[config.mk]
export PLATFORM = sky130hd
export DESIGN_NAME = plbc_ram
export DESIGN_NICKNAME = d
export VERILOG_FILES = /design/src/rtl/core/plbc_ram.sv
export SDC_FILE = /design/constraint.sdc
export NUM_CORES = 2
export LEC_CHECK = 0
export BUFFER_PORTS_ARGS = -buffer_cell sky130_fd_sc_hd__buf_2
export CELL_PAD_IN_SITES_DETAIL_PLACEMENT = 2
export CELL_PAD_IN_SITES_GLOBAL_PLACEMENT = 2
export CORE_AREA = 10 10 457 459
export CTS_BUF_LIST = sky130_fd_sc_hd__clkbuf_4
export DETAILED_ROUTE_END_ITERATION = 10
export DIE_AREA = 0 0 467 469
export PLACE_DENSITY = 0.75
export SYNTH_ARGS = -nofsm -noshare
export SYNTH_HDL_FRONTEND = slang
export SYNTH_SLANG_ARGS = --single-unit
export TNS_END_PERCENT = 30
[constraint.sdc]
create_clock -name clk -period 4 [get_ports clk]
set_input_delay 0.8 -clock clk [delete_from_list [all_inputs] [get_ports clk]]
set_output_delay 0.8 -clock clk [all_outputs]
set_load 0.1 [all_outputs]
[src/rtl/core/plbc_ram.sv]
// Simple dual-port synchronous RAM: one write port, one registered read port.
// No dependencies.
module plbc_ram #(
  parameter int WIDTH = 8,
  parameter int DEPTH = 256
) (
  input  logic                     clk,
  input  logic                     we,
  input  logic [$clog2(DEPTH)-1:0] waddr,
  input  logic [WIDTH-1:0]         wdata,
  input  logic [$clog2(DEPTH)-1:0] raddr,
  output logic [WIDTH-1:0]         rdata
);

  logic [WIDTH-1:0] mem [DEPTH];

  // Write and registered read; a same-cycle read returns the old word
  always_ff @(posedge clk) begin
    if (we) begin
      mem[waddr] <= wdata;
    end
    rdata <= mem[raddr];
  end

endmodule

==> flow_summary.toml <==
[global_route]
antenna_found_initial = 18
grtUsageTotal_pct = 26.01
grt_max_degree = 135
grt-ovfl-total = 0
grt_pass1_wl_um = 407300
grt_pass1_vias = 49950

[place]
gp_congestion = 0.8127
post-place-ws_ps = -439.1
place_area_sq_um = 84860
hpwl_um = 168500
io_buffers = 33

[setup_path]
cp_top_family = "flip-flops"
worstPathCellList = "buf_2"
rr_endpoint = "rdata[2]"
cpMaxStageDelayCell = "dfxtp_1"
crit_cells = 1
cp_max_fo = 1
start_kind = "flip-flop"
cp_data_arrival_time_ps = 2590
cp_slowest_stage_delay_ps = 580
critPathBufInv = 1
crit_type = "reg -> out"
timing.rr.start = "mem[77][2]"
end_kind = "output pin"
reg2reg_depth = 7
cp.required_ps = 3200
rrSetupSlack_ps = 620

[yosys]
async_flop_share_pct = 0
synth_seq_area_share_pct = 77.50
syn-num-nets = 3759
muxShareOfSynthArea_pct = 14.62
synth_cells = 3733
ys.flop_type = "edfxtp_1"
ys_ff_latch = 2056
synthMostInstantiatedCell = "edfxtp_1"
synth-simple-area-share_pct = 2.628
synth.top_cells.by_count = "2048 x edfxtp_1, 454 x mux4_2, 282 x nor2_1"
synth_top_family_by_area = "multiplexers"
synth-xor-area-share_pct = 0
syn-cell-area_sq_um = 79560
synth_edf_count = 2048
syn_area_per_cell_sq_um = 21.31
yosys-top-cells-area = "edfxtp_1 77%, mux4_2 13%, mux2i_1 1.7%"
synth_top_area_share_pct = 77.30
synthAdderAreaFrac_pct = 0
synth_top_area_cell = "edfxtp_1"
yosysWarningCount = 0
synth_compound_area_share_pct = 3.419
synth_cell_type_count = 55

[floorplan]
core_area_sq_um = 199200
io-pin-count = 34
dieArea_sq_um = 219000
initial_utilization_pct = 39.93
num_rows = 164
fp.dieW_um = 467
die_h_um = 469

[pwr]
peakVddDrop_mv = 0.2530
p_leak_nw = 29.50
p_switching_w = 0.01177
clkPwrFrac_pct = 42.9
p_seq_share_pct = 51.4
swShare_pct = 25.44
internal_power_w = 0.03451
combPwrFrac_pct = 5.6
power_density_nw_per_um2 = 504.2

[sta]
min_period_over_period_pct = 84.67
slew_violations = 0
hold_viol_final = 0
finalClockSkew_ps = 121.3
fin_ws_ps = 613.2
maxSlewHeadroom_pct = 5.051
setup_tns_ps = 0
rsz0062_at_grt = "no"
period_needed_ps = 3387
worst_slew_pin_slew_ps = 1411
setup-violations-final = 0
max_freq_ghz = 0.2953

[final_layout]
n_fill_cell = 18032
fin_area_sq_um = 91800
area_growth_pct = 15.39
post-route-util_pct = 46.07
num-nets-final = 4476
drive_gt1_share_pct = 35.51

[clock_tree]
tritoncts = "yes"
postCtsSetupBuffers = 0
clockBufferDepth = 4
clock_latency_ps = 1430
htreeDepth = 6
cts_buffers = 560
cts_resized = 0
ctsRootBufferMaster = "clkbuf_4"
clk_pin_slew_ps = 80
clock-sinks = 2056

[routing]
routedWlPerCell_um = 38.50
drtIter0Drc = 6060
ant_nets = 0
via_per_inst = 6.118
drt_pass1_iterations = 5
dr_total_vias = 45829
drc = 0
wirelength_um = 288400

[min_path]
hp-start = "wdata[6]"
hold_depth = 1
holdPathEnd = "mem[82][6]"
holdCritPathClass = "in -> reg"

[job]
drv_cap = 0

[outcome]
outcome = "finished clean"
logic make-up (layout without fill, tap and decap cells):
logic type,Yosys count,after routing
mux,591,591
compound gates,385,385
buf+inv,235,1315
flops,2056,2056
simple gates,466,466
other cells,0,22
timing repair:
item	4_1_cts	5_1_grt
hold buffers	7	0
endpoints found under the hold margin	372	0
endpoints found under the setup margin	0	0
flip-flops by register name, summed over array words and instances, names as in the netlist:
signal	cells
mem	2048
rdata	8
stage by stage:
| step | instances | total power [W] | hold WS (ps) |
|---|---|---|---|
| 3_3_place_gp | 6537 | 0.02663 | 1085 |
| 6_report | 7491 | 0.04628 | 141.4 |
| 2_1_floorplan | 3733 | 0.02549 | 769.9 |
| 3_5_place_dp | 6537 | 0.02680 | 1104 |
| 4_1_cts | 7469 | 0.04660 | 75.54 |
| 5_1_grt | 7484 | 0.04775 | 94.70 |
how the worst max path moves through the flow:
stage / startpoint / to
floorplan: raddr[0] / rdata[2]
global placement: raddr[0] / rdata[2]
detailed placement: raddr[0] / rdata[4]
CTS: rdata[2] / rdata[2]
global route: rdata[2] / rdata[2]
finish: rdata[2] / rdata[2]
metal layers:
layer | vias to the layer above | part of all wire [%] | routed length [um] | global-route usage (%)
met2 | 2962 | 51 | 145800 | 43.80
li1 | 17417 | - | - | -
met1 | 24673 | 36 | 104700 | 31.92
met4 | 14 | 5.2 | 14900 | 12.87
met3 | 763 | 7.9 | 22890 | 5.414
met5 | - | 0.032 | 92 | 0
cell type report:
class | count | area (sq um) | area share (%)
timing repair buffer | 388 | 3440 | 3.747
antenna | 22 | 55.05 | 0.05997
tap | 2656 | 3323 | 3.620
clock buffer | 825 | 6193 | 6.747
multi-input combinational | 1442 | 16500 | 17.97
sequential | 2056 | 61660 | 67.17
inverter | 2 | 7.507 | 0.008178
clock inverter | 100 | 623.1 | 0.6788
placed cells by master (no fill, tap or decap), types with 28 or more instances in the layout:
cell	netlist	final
clkbuf_4	0	825
mux4_2	454	454
o22ai_1	28	28
nand2_1	33	33
edfxtp_1	2048	2048
mux2i_1	134	134
buf_12	8	39
nor2b_1	31	28
nand3_1	34	34
nor2_1	282	279
o221ai_1	46	46
a21oi_1	96	96
clkinv_1	1	74
buf_4	27	311
a22oi_1	133	133
power by group through the flow:
stage	Sequential, W	Clock (W)	Combinational, W
finish	0.0238	0.0199	0.00261
global route	0.0238	0.0213	0.00269
CTS	0.0238	0.0202	0.00259
detailed placement	0.0243	0	0.00253
global placement	0.0243	0	0.00237
floorplan	0.0243	0	0.00115
Power figures use the tool's default switching activity.
